$ cat src/rtl/core/sbps_pkg.sv
// Shared types, phase codes and register indexes for the siren button pulse sequencer.
package sbps_pkg;

  // Sequencer phase codes
  localparam logic [2:0] PH_PRESS1 = 3'd0;
  localparam logic [2:0] PH_PRESS2 = 3'd1;
  localparam logic [2:0] PH_SHORT3 = 3'd2;
  localparam logic [2:0] PH_LONG3  = 3'd3;
  localparam logic [2:0] PH_GAP    = 3'd4;
  localparam logic [2:0] PH_IDLE   = 3'd5;

  // Bit positions of the button lines
  localparam int unsigned LINE_ONE   = 0;
  localparam int unsigned LINE_TWO   = 1;
  localparam int unsigned LINE_THREE = 2;

  // App request codes (siren three in the top bit)
  localparam logic [2:0] REQ_NONE  = 3'b000;
  localparam logic [2:0] REQ_ONE   = 3'b001;
  localparam logic [2:0] REQ_TWO   = 3'b010;
  localparam logic [2:0] REQ_THREE = 3'b100;

  // Configuration register indexes
  localparam logic [2:0] CFG_SWITCH_LOW    = 3'd0;
  localparam logic [2:0] CFG_SWITCH_CENTER = 3'd1;
  localparam logic [2:0] CFG_SWITCH_HIGH   = 3'd2;
  localparam logic [2:0] CFG_PRESS_TIME    = 3'd3;
  localparam logic [2:0] CFG_SHORT_PRESS   = 3'd4;
  localparam logic [2:0] CFG_LONG_PRESS    = 3'd5;
  localparam logic [2:0] CFG_GAP_TIME      = 3'd6;

  typedef struct packed {
    logic [11:0] switch_low_level;
    logic [11:0] switch_center_level;
    logic [11:0] switch_high_level;
    logic [15:0] press_time_ms;
    logic [15:0] short_press_ms;
    logic [15:0] long_press_ms;
    logic [15:0] gap_time_ms;
  } cfg_t;

  typedef struct packed {
    logic        mode;
    logic [31:0] now_ms;
    logic [11:0] rc_main_level;
    logic [11:0] rc_aux_level;
    logic [2:0]  app_requests;
  } poll_t;

  typedef struct packed {
    logic [2:0]  phase;
    logic [31:0] phase_start;
    logic        repeat_count;
    logic [11:0] last_rc_main;
    logic [11:0] last_rc_aux;
    logic [2:0]  last_app_requests;
    logic [2:0]  line_levels;
  } seq_state_t;

endpackage

$ cat src/rtl/core/sbps_step.sv
// Next-state logic for one poll: decode the poll, then advance the phase sequencer once.
module sbps_step import sbps_pkg::*; (
  input  cfg_t       cfg,
  input  poll_t      poll,
  input  seq_state_t cur,
  output seq_state_t nxt
);

  logic [2:0]  dec_phase;
  logic [31:0] dec_start;
  logic [31:0] elapsed;
  logic        lo_hit_main;
  logic        ce_hit_main;
  logic        hi_hit_main;
  logic        lo_was_main;
  logic        ce_was_main;
  logic        hi_was_main;

  // Level matches of the main receiver channel
  assign lo_hit_main = (poll.rc_main_level == cfg.switch_low_level);
  assign ce_hit_main = (poll.rc_main_level == cfg.switch_center_level);
  assign hi_hit_main = (poll.rc_main_level == cfg.switch_high_level);
  assign lo_was_main = (cur.last_rc_main == cfg.switch_low_level);
  assign ce_was_main = (cur.last_rc_main == cfg.switch_center_level);
  assign hi_was_main = (cur.last_rc_main == cfg.switch_high_level);

  // Decode the poll into a possible phase start
  always_comb begin
    dec_phase = cur.phase;
    dec_start = cur.phase_start;
    if (!poll.mode) begin
      priority if ((lo_hit_main && ce_was_main) || (ce_hit_main && lo_was_main)) begin
        dec_phase = PH_PRESS1;
        dec_start = poll.now_ms;
      end else if ((hi_hit_main && ce_was_main) || (ce_hit_main && hi_was_main)) begin
        dec_phase = PH_PRESS2;
        dec_start = poll.now_ms;
      end else if (((poll.rc_aux_level == cfg.switch_high_level) &&
                    (cur.last_rc_aux == cfg.switch_low_level)) ||
                   ((poll.rc_aux_level == cfg.switch_low_level) &&
                    (cur.last_rc_aux == cfg.switch_high_level))) begin
        dec_phase = PH_SHORT3;
        dec_start = poll.now_ms;
      end else begin
        dec_phase = cur.phase;
      end
    end else if (poll.app_requests != cur.last_app_requests) begin
      priority if (poll.app_requests == REQ_ONE) begin
        dec_phase = PH_PRESS1;
        dec_start = poll.now_ms;
      end else if (poll.app_requests == REQ_TWO) begin
        dec_phase = PH_PRESS2;
        dec_start = poll.now_ms;
      end else if (poll.app_requests == REQ_THREE) begin
        dec_phase = PH_SHORT3;
        dec_start = poll.now_ms;
      end else if (poll.app_requests == REQ_NONE) begin
        dec_start = poll.now_ms;
      end else begin
        dec_start = cur.phase_start;
      end
    end
  end

  // Wrapping elapsed time since the phase started
  assign elapsed = poll.now_ms - dec_start;

  // Advance the sequencer and record the poll history
  always_comb begin
    nxt             = cur;
    nxt.phase       = dec_phase;
    nxt.phase_start = dec_start;
    if (!poll.mode) begin
      nxt.last_rc_main = poll.rc_main_level;
      nxt.last_rc_aux  = poll.rc_aux_level;
    end else begin
      nxt.last_app_requests = poll.app_requests;
    end
    unique case (dec_phase)
      PH_PRESS1: begin
        if (elapsed < {16'd0, cfg.press_time_ms}) begin
          nxt.line_levels[LINE_ONE] = 1'b0;
        end else begin
          nxt.line_levels[LINE_ONE] = 1'b1;
          nxt.phase_start           = poll.now_ms;
        end
      end
      PH_PRESS2: begin
        if (elapsed < {16'd0, cfg.press_time_ms}) begin
          nxt.line_levels[LINE_TWO] = 1'b0;
        end else begin
          nxt.line_levels[LINE_TWO] = 1'b1;
          nxt.phase_start           = poll.now_ms;
        end
      end
      PH_SHORT3: begin
        if (elapsed < {16'd0, cfg.short_press_ms}) begin
          nxt.line_levels[LINE_THREE] = 1'b0;
        end else begin
          nxt.line_levels[LINE_THREE] = 1'b1;
          nxt.phase_start             = poll.now_ms;
          nxt.phase                   = PH_GAP;
        end
      end
      PH_LONG3: begin
        if (elapsed < {16'd0, cfg.long_press_ms}) begin
          nxt.line_levels[LINE_THREE] = 1'b0;
        end else begin
          nxt.line_levels[LINE_THREE] = 1'b1;
          nxt.phase_start             = poll.now_ms;
          nxt.phase                   = PH_IDLE;
        end
      end
      PH_GAP: begin
        if (elapsed >= {16'd0, cfg.gap_time_ms}) begin
          nxt.phase_start  = poll.now_ms;
          nxt.phase        = cur.repeat_count ? PH_LONG3 : PH_SHORT3;
          nxt.repeat_count = ~cur.repeat_count;
        end
      end
      default: begin
        // idle and the unused codes hold
        nxt.phase = dec_phase;
      end
    endcase
  end

endmodule

$ cat src/rtl/core/siren_button_pulse_sequencer_unit.sv
// Top level: poll stream in, button line levels and phase out, with configuration registers.
// An accepted input beat passes the input register, then the result register, to its result beat.
// One poll per cycle unless output stalls; state updates as a poll enters the result register.
// Input stays ready while a result waits, until the input register also holds a beat.
// Reset (rst, synchronous, active high): phase idle, all lines released, history and timer zero,
// configuration registers back to their default values.
module siren_button_pulse_sequencer_unit import sbps_pkg::*; (
  input  logic        clk,
  input  logic        rst,
  input  logic        s_axis_tvalid,
  output logic        s_axis_tready,
  // tdata, low bit up: now_ms[31:0], rc_main_level[11:0], rc_aux_level[11:0],
  // app_siren_one, app_siren_two, app_siren_three, 5 zero bits
  input  logic [63:0] s_axis_tdata,
  // tuser: mode (0 remote poll, 1 app poll)
  input  logic [0:0]  s_axis_tuser,
  output logic        m_axis_tvalid,
  input  logic        m_axis_tready,
  // tdata, low bit up: siren_one_line, siren_two_line, siren_three_line, phase_now[2:0],
  // 2 zero bits
  output logic [7:0]  m_axis_tdata,
  input  logic        cfg_we,
  input  logic [2:0]  cfg_index,
  input  logic [15:0] cfg_data
);

  cfg_t       cfg;
  poll_t      poll;
  seq_state_t state;
  seq_state_t state_next;
  logic       in_valid;
  logic       out_valid;
  logic [5:0] out_data;
  logic       advance;

  // Move a poll forward when the result register is free or being emptied
  assign advance       = in_valid && (!out_valid || m_axis_tready);
  assign s_axis_tready = !in_valid || advance;
  assign m_axis_tvalid = out_valid;
  assign m_axis_tdata  = {2'b00, out_data};

  // Configuration registers
  always_ff @(posedge clk) begin
    if (rst) begin
      cfg.switch_low_level    <= 12'd1000;
      cfg.switch_center_level <= 12'd1500;
      cfg.switch_high_level   <= 12'd2000;
      cfg.press_time_ms       <= 16'd100;
      cfg.short_press_ms      <= 16'd200;
      cfg.long_press_ms       <= 16'd500;
      cfg.gap_time_ms         <= 16'd70;
    end else if (cfg_we) begin
      unique case (cfg_index)
        CFG_SWITCH_LOW:    cfg.switch_low_level    <= cfg_data[11:0];
        CFG_SWITCH_CENTER: cfg.switch_center_level <= cfg_data[11:0];
        CFG_SWITCH_HIGH:   cfg.switch_high_level   <= cfg_data[11:0];
        CFG_PRESS_TIME:    cfg.press_time_ms       <= cfg_data;
        CFG_SHORT_PRESS:   cfg.short_press_ms      <= cfg_data;
        CFG_LONG_PRESS:    cfg.long_press_ms       <= cfg_data;
        CFG_GAP_TIME:      cfg.gap_time_ms         <= cfg_data;
        default: begin
          // writes past the register list are dropped
          cfg.gap_time_ms <= cfg.gap_time_ms;
        end
      endcase
    end
  end

  // Input register: valid flag
  always_ff @(posedge clk) begin
    if (rst) begin
      in_valid <= 1'b0;
    end else if (s_axis_tready) begin
      in_valid <= s_axis_tvalid;
    end
  end

  // Input register: payload
  always_ff @(posedge clk) begin
    if (s_axis_tvalid && s_axis_tready) begin
      poll.mode          <= s_axis_tuser[0];
      poll.now_ms        <= s_axis_tdata[31:0];
      poll.rc_main_level <= s_axis_tdata[43:32];
      poll.rc_aux_level  <= s_axis_tdata[55:44];
      poll.app_requests  <= s_axis_tdata[58:56];
    end
  end

  // Decode and sequence one poll
  sbps_step u_step (
    .cfg  (cfg),
    .poll (poll),
    .cur  (state),
    .nxt  (state_next)
  );

  // Sequencer state
  always_ff @(posedge clk) begin
    if (rst) begin
      state.phase             <= PH_IDLE;
      state.phase_start       <= 32'd0;
      state.repeat_count      <= 1'b0;
      state.last_rc_main      <= 12'd0;
      state.last_rc_aux       <= 12'd0;
      state.last_app_requests <= 3'd0;
      state.line_levels       <= 3'b111;
    end else if (advance) begin
      state <= state_next;
    end
  end

  // Result register: valid flag
  always_ff @(posedge clk) begin
    if (rst) begin
      out_valid <= 1'b0;
    end else if (advance) begin
      out_valid <= 1'b1;
    end else if (m_axis_tready) begin
      out_valid <= 1'b0;
    end
  end

  // Result register: payload
  always_ff @(posedge clk) begin
    if (advance) begin
      out_data <= {state_next.phase, state_next.line_levels};
    end
  end

`ifndef NO_ASSERTIONS
  // A poll moved forward always shows up as a result beat
  assert property (@(posedge clk) disable iff (rst) advance |=> m_axis_tvalid)
    else $error("result beat missing after a poll advanced");

  // The sequencer state holds while no poll moves forward
  assert property (@(posedge clk) disable iff (rst) !advance |=> $stable(state))
    else $error("sequencer state changed without a poll");

  // A full input register with a stalled result blocks new input
  assert property (@(posedge clk) disable iff (rst)
    (in_valid && out_valid && !m_axis_tready) |-> !s_axis_tready)
    else $error("input accepted while both registers are full");

  // The long press is entered only from the gap
  assert property (@(posedge clk) disable iff (rst)
    (state.phase == PH_LONG3 && $past(state.phase) != PH_LONG3) |->
      ($past(state.phase) == PH_GAP))
    else $error("long press entered from a phase other than gap");
`endif

endmodule

$ cat config.mk
export PLATFORM = sky130hd
export DESIGN_NAME = siren_button_pulse_sequencer_unit
export DESIGN_NICKNAME = d
export VERILOG_FILES = /design/src/rtl/core/sbps_pkg.sv /design/src/rtl/core/sbps_step.sv /design/src/rtl/core/siren_button_pulse_sequencer_unit.sv
export SDC_FILE = /design/constraint.sdc
export NUM_CORES = 1
export LEC_CHECK = 0
export ABC_AREA = 0
export ABC_CLOCK_PERIOD_IN_PS = 7150
export BUFFER_PORTS_ARGS = -buffer_cell sky130_fd_sc_hd__buf_2
export CORE_ASPECT_RATIO = 2
export CORE_UTILIZATION = 55
export DETAILED_ROUTE_END_ITERATION = 10
export PLACE_DENSITY = 0.79
export SYNTH_ARGS = -nofsm -noshare
export SYNTH_HDL_FRONTEND = slang
export SYNTH_SLANG_ARGS = --single-unit
$ cat constraint.sdc
create_clock -name clk -period 7.15 [get_ports clk]
set_input_delay 0.715 -clock clk [delete_from_list [all_inputs] [get_ports clk]]
set_output_delay 0.715 -clock clk [all_outputs]
set_load 0.005 [all_outputs]
== Word level (Yosys, flattened, before mapping) ==
Cells that the tools add are included.

* Logic and storage cells: 115
* Output and inout bits: 10
* Register bits: 234

* Muxes and demuxes: 32
* Bitwise operators: 2
* Order comparisons: 4
* Reduce and logical (&&, ||, !) cells: 30
* Equality and inequality tests: 24
* Add/subtract/negate cells: 1

{| class="wikitable"
|+ Operators by type and width
! operator !! count
|-
| $mux 32 || 10
|-
| $pmux 32 s4 || 1
|-
| $eq 12x12->1 || 10
|-
| $lt 32x16->1 || 3
|-
| $mux 35 || 2
|-
| $mux 36 || 1
|-
| $ge 32x16->1 || 1
|-
| $sub 32x32->32 || 1
|-
| $mux 3 || 8
|-
| $reduce_and 2->1 || 9
|-
| $eq 3x2->1 const B || 5
|-
| $eq 3x3->1 const B || 5
|-
| $eq 3x1->1 const B || 3
|-
| $logic_not 3->1 || 3
|-
| $pmux 3 s3 || 1
|-
| $logic_and 1x1->1 || 8
|-
| $mux 1 || 8
|-
| $logic_or 1x1->1 || 5
|-
| $ne 3x3->1 || 1
|-
| $reduce_and 3->1 || 1
|-
| $logic_not 1->1 || 2
|-
| $not 1->1 || 2
|-
| $pmux 1 s2 || 1
|-
| $reduce_bool 2->1 || 1
|-
| $reduce_or 2->1 || 1
|}

== Longest topological paths before layout ==
* Depth after elaboration: 11
* Mapped depth: 29
* Mapped depth without buffers: 26

== Modules after synthesis ==
A second synthesis with hierarchy kept.

* Cell total of the unflattened synthesis: 1767
* Area, all modules: 15707.6 µm²

{| class="wikitable"
|+ Modules (own cells, without submodules)
! module !! cells each !! area an instance (µm²) !! instances !! sequential area each (µm²)
|-
| siren_button_pulse_sequencer_unit || 769 || 8623.3 || 1 || 5345.1
|-
| sbps_step || 998 || 7084.3 || 1 || 0.0
|}

== Worst setup path after synthesis ==
OpenSTA, ideal clock, no wires.

* Kind: register to register
* Start: reg, netlist name poll[26]
* End: reg state[31] (netlist bit)
* Slack: 1.397 ns
* Library setup time: 0.120 ns
* Clock period less this slack: 5.753 ns
* Arrival: 5.634 ns
* Stages on the path, launching flop included: 25
* Cells stage by stage: edfxtp_1 > xnor2_1 > nand4_1 > nor3_1 > o21ai_1 > a31oi_4 > clkbuf_1 > mux2i_1 > ha_1 > buf_2 > a21o_1 > a21o_1 > a21o_1 > a2111oi_2 > o21ai_1 > a221o_1 > a221oi_2 > o21ai_1 > xor2_1 > nor4_2 > nand4_1 > a21oi_2 > a31oi_4 > buf_6 > mux2i_1

* Word-level cells in the longest chain between the ends: 10
* Elaborated cells on any way between the ends: 31
* Those cells by class: add/sub (1); order compare (4); eq/ne (7); mux (11); reduce/logical (8)

{| class="wikitable"
|+ RTL lines
! what !! line !! RTL
|-
| $eq 12x12->1 (on tied branches) || sbps_step.sv:22, sbps_step.sv:21 ||
|-
| $logic_and 1x1->1 || sbps_step.sv:35 || <nowiki>end else if ((hi_hit_main && ce_was_main) || (ce_hit_main && hi_was_main)) begin</nowiki>
|-
| $logic_or 1x1->1 || sbps_step.sv:35 ||
|-
| $mux 32 || sbps_step.sv:35 ||
|-
| $mux 32 || sbps_step.sv:32 || <nowiki>priority if ((lo_hit_main && ce_was_main) || (ce_hit_main && lo_was_main)) begin</nowiki>
|-
| $mux 32 || sbps_step.sv:31 || <nowiki>if (!poll.mode) begin</nowiki>
|-
| $sub 32x32->32 || sbps_step.sv:66 || <nowiki>assign elapsed = poll.now_ms - dec_start;</nowiki>
|-
| $ge 32x16->1 (tied with other cells) || sbps_step.sv:115 || <nowiki>if (elapsed >= {16'd0, cfg.gap_time_ms}) begin</nowiki>
|-
| $mux 36 (tied with other cells) || sbps_step.sv:115 ||
|-
| $pmux 32 s4 (*) || sbps_step.sv:79 || <nowiki>unique case (dec_phase)</nowiki>
|-
| to (signal assigned) || siren_button_pulse_sequencer_unit.sv:108 || <nowiki>state <= state_next;</nowiki>
|-
| to (decl) || siren_button_pulse_sequencer_unit.sv:29 || <nowiki>seq_state_t state;</nowiki>
|}

Mark *: on every way between the ends. The rest lies on a longest branch, timed or not.
A chain may end at the register's enable or synchronous reset.

== Final worst setup path ==
* Start: reg, netlist name cfg[72]
* End: reg state[47] (netlist bit)

* Word-level cells in the longest chain between the ends: 11
* Elaborated cells on any way between the ends: 34
* Those cells by class: add/sub (1); order compare (4); eq/ne (8); mux (13); reduce/logical (8)

{| class="wikitable"
|+ RTL lines
! what !! line !! RTL
|-
| $eq 12x12->1 (on tied branches) || sbps_step.sv:38, sbps_step.sv:41 ||
|-
| $logic_and 1x1->1 (on tied branches) || sbps_step.sv:38, sbps_step.sv:40 ||
|-
| $logic_or 1x1->1 || sbps_step.sv:39 || <nowiki>(cur.last_rc_aux == cfg.switch_low_level)) ||</nowiki>
|-
| $mux 32 || sbps_step.sv:38 || <nowiki>end else if (((poll.rc_aux_level == cfg.switch_high_level) &&</nowiki>
|-
| $mux 32 || sbps_step.sv:35 ||
|-
| $mux 32 || sbps_step.sv:32 ||
|-
| $mux 32 || sbps_step.sv:31 ||
|-
| $sub 32x32->32 || sbps_step.sv:66 ||
|-
| $ge 32x16->1 (tied with other cells) || sbps_step.sv:115 ||
|-
| $mux 36 (tied with other cells) || sbps_step.sv:115 ||
|-
| $pmux 32 s4 (*) || sbps_step.sv:79 ||
|}

Marked as above.

==> summary.md <==
| Metric | Value |
|---|---|
| Final slew viol count | 0 |
| DR iter-0 viols | 663 |
| Routed Antenna Nets | 0 |
| Endpoint type of the worst setup path | flip-flop |
| Main synth FF type | dfxtp_1 |
| GRT Total Usage | 30.7% |
| Post-synthesis cell type count | 70 |
| CP max stage delay | 680 ps |
| CTS tree | yes |
| Hold_sp | s_axis_tdata[15] |
| H-tree depth | 1 |
| Main combinational cell family by area after synthesis | simple AND/OR/NAND/NOR gates |
| Starting Density | 55.9% |
| Top cells by area, synth | dfxtp_1 23%, edfxtp_1 14%, nand2_1 8.0% |
| Detailed-route DRC error count | 0 |
| Slew margin rel. | 21.5% |
| Maximum vdd drop | 0.212 mV |
| Crit path max fanout | 32 |
| R2R Setup Slk | 400 ps |
| DRT Pass-1 Iters | 5 |
| Synth warn | 0 |
| Clock latency on the worst-skew pair | 550 ps |
| Req. time, crit path | 7560 ps |
| Setup TNS | 0 ps |
| DIE AREA | 26,800 µm² |
| Via count | 12,100 |
| Critical Path AT | 7160 ps |
| Hold WC Path Type | input port to flip-flop |
| Cell taking the most area after synthesis | dfxtp_1 |
| Gpl congestion | 1.00 |
| Average wire per cell in the routed design | 19.4 µm |
| Final min period | 6750 ps |
| Synthesized cell area | 14,300 µm² |
| Most used cell, CP | ha_1 |
| PnR worst setup slack | 405 ps |
| Multiplexer share of the synthesized area | 4.43% |
| Final Routed Wirelength | 39,900 µm |
| Max_cap viols | 0 |
| Post-synthesis sequential area ratio | 37.3% |
| Startpoint Class | flip-flop |
| Synth top area share | 23.5% |
| I/O pin count | 99 |
| Leak | 5.97 nW |
| Initial antenna violation count | 0 |
| Clk Tree Root Cell | clkbuf_16 |
| Core Util, Final | 61.2% |
| Die Height | 230 µm |
| Compound-cell area share of the yosys netlist | 15.5% |
| Dpl cells | 2,015 |
| Remaining global-route overflow | 0 |
| Most frequent cells in the layout | 306 x nand2_1, 168 x dfxtp_1, 142 x a21oi_1, 130 x xnor2_1 |
| Slowest CP cell | dfxtp_1 |
| Clk slew on worst S/H paths | 70 ps |
| Mapped Cells | 1,669 |
| Worst Skew | 24.7 ps |
| CTS Buf Count | 23 |
| Asr flop ratio synth | 0% |
| RSZ-0062 raised after global routing | no |
| First-pass GRT wire length | 62,700 µm |
| Fmax achieved | 148 MHz |
| Syn Area/Cell | 8.59 µm² |
| Crit Path Category | flip-flop to flip-flop |
| Post-synthesis adder-cell area fraction | 7.86% |
| PortBufs | 91 |
| Most common cell after layout, fill and taps aside | nand2_1 |
| Post-placement setup slack | 449 ps |
| Fin nets | 1,879 |
| Core area | 25,700 µm² |
| Placed inst area | 14,900 µm² |
| Pwr Density | 229 nW/µm² |
| Die W | 116 µm |
| Layout cells sized above 1 | 9.90% |
| Post-synthesis xor/xnor area fraction | 8.68% |
| Largest net degree at the start of global routing | 105 |
| Worst hold path stage count | 1 |
| Finish-stage setup viols | 0 |
| FF-to-FF Start | cfg[72] |
| Least-Margin Pin Slew | 1170 ps |
| Hold path endpoint | poll[42] |
| Reg2Reg Depth | 26 |
| Vias per std cell | 5.87 |
| # diodes | 0 |
| Filler-free cell count of the finished design | 2,057 |
| Clock Path Buffers | 3 |
| CTS sink count | 234 |
| Final Hold Vio Count | 0 |
| Post-synthesis simple-gate area fraction | 21.0% |
| Vias in the first global route | 12,300 |
| Hpwl dp | 29,800 µm |
| EDFF count, synth | 66 |
| Design area | 15,700 µm² |
| Hold buffers post-CTS | 0 |
| Fin crit share | 94.3% |
| Status | finished clean |
| Area growth, synth to finish | 9.51% |
| Synth Register Bits | 234 |
| Num rows | 83 |
| Worst flop-to-flop path endpoint | state[47] |
[per-layer routing]
metal  vias up  global-route usage (%)  part of all wire, %
li1       5840                       -                    -
met1      5657                    28.0                   33
met2       374                    56.5                   53
met3       210                    4.11                  4.0
met4         0                    28.0                   10
met5         -                       0                    0
[sequential cells by signal, indices dropped and copies added (netlist names)]
name and cells:
cfg 100, in_valid 1, m_axis_tvalid 1, state 66, out_data 6, poll 60
[synth_stat cells, types with 8 or more instances]
cell type	n
o21ai_0	31
nor2b_1	11
a21o_1	50
inv_1	77
edfxtp_1	66
xor2_1	12
nand4_1	55
nand2_1	306
xnor2_1	130
o21a_1	12
mux2i_1	60
clkbuf_1	71
a21oi_1	142
o211ai_1	8
ha_1	90
nand2b_1	78
a31oi_1	9
dfxtp_1	168
nor3_1	19
o21ai_1	8
nand3b_1	34
and3_1	8
buf_2	26
nor2_1	55
nand3_1	21
[report_power, final]
part | switching [mW] | internal (mW) | leakage (nW)
Sequential | 0.0617 | 1.42 | 2.01
Combinational | 0.528 | 0.368 | 3.60
Clock | 0.527 | 0.691 | 0.369
Total | 1.12 | 2.48 | 5.97
[area by class of cell]
class,instances,area [µm²]
repair buffers,108,611
well taps,340,425
fillers,2283,9950
clock buffers,37,721
multi-input cells,1256,8280
flip-flops and latches,234,5350
inverters,77,289
clock inverters,5,31.3
[how the worst max path moves through the flow]
| stage | from | endpoint | slack (ps) | depth (start not counted) |
|---|---|---|---|---|
| 4_1_cts | poll[22] | state[56] | 430 | 25 |
| 5_1_grt | cfg[72] | state[50] | 20 | 25 |
| 3_5_place_dp | poll[22] | state[42] | 450 | 25 |
| 2_1_floorplan | poll[26] | state[31] | 1400 | 24 |
| 3_3_place_gp | poll[22] | state[41] | 530 | 23 |
| 6_report | cfg[72] | state[47] | 400 | 26 |
[metrics by stage]
| step | hold slack [ps] | power, mW |
|---|---|---|
| 6_report | 342 | 3.60 |
| 5_1_grt | 338 | 3.78 |
| 4_1_cts | 336 | 3.61 |
| 3_5_place_dp | 447 | 2.39 |
| 3_3_place_gp | 441 | 2.37 |
| 2_1_floorplan | 432 | 2.13 |
[critical path, delay by kind of cell (launching register included)]
family          cells  cell delay, ps
buf+inv             2             270
simple gates        8            1330
flops               1             680
xor+xnor            2             430
fa+ha+maj           3             830
mux                 1             150
compound gates     10            2850
[cells by family after synthesis]
family / Yosys count
and+or+nand+nor: 620
AOI/OAI and AO/OA: 339
DFF: 234
buffers and inverters: 180
xor gates and xnor gates: 142
adders and majority gates: 90
muxes: 63
other: 1
[timing repair]
| item | in CTS | in global routing |
|---|---|---|
| endpoints found under the setup margin | 0 | 32 |
| resized for setup | 0 | 2 |
| setup buffers | 0 | 0 |
Power figures use the tool's default switching activity.
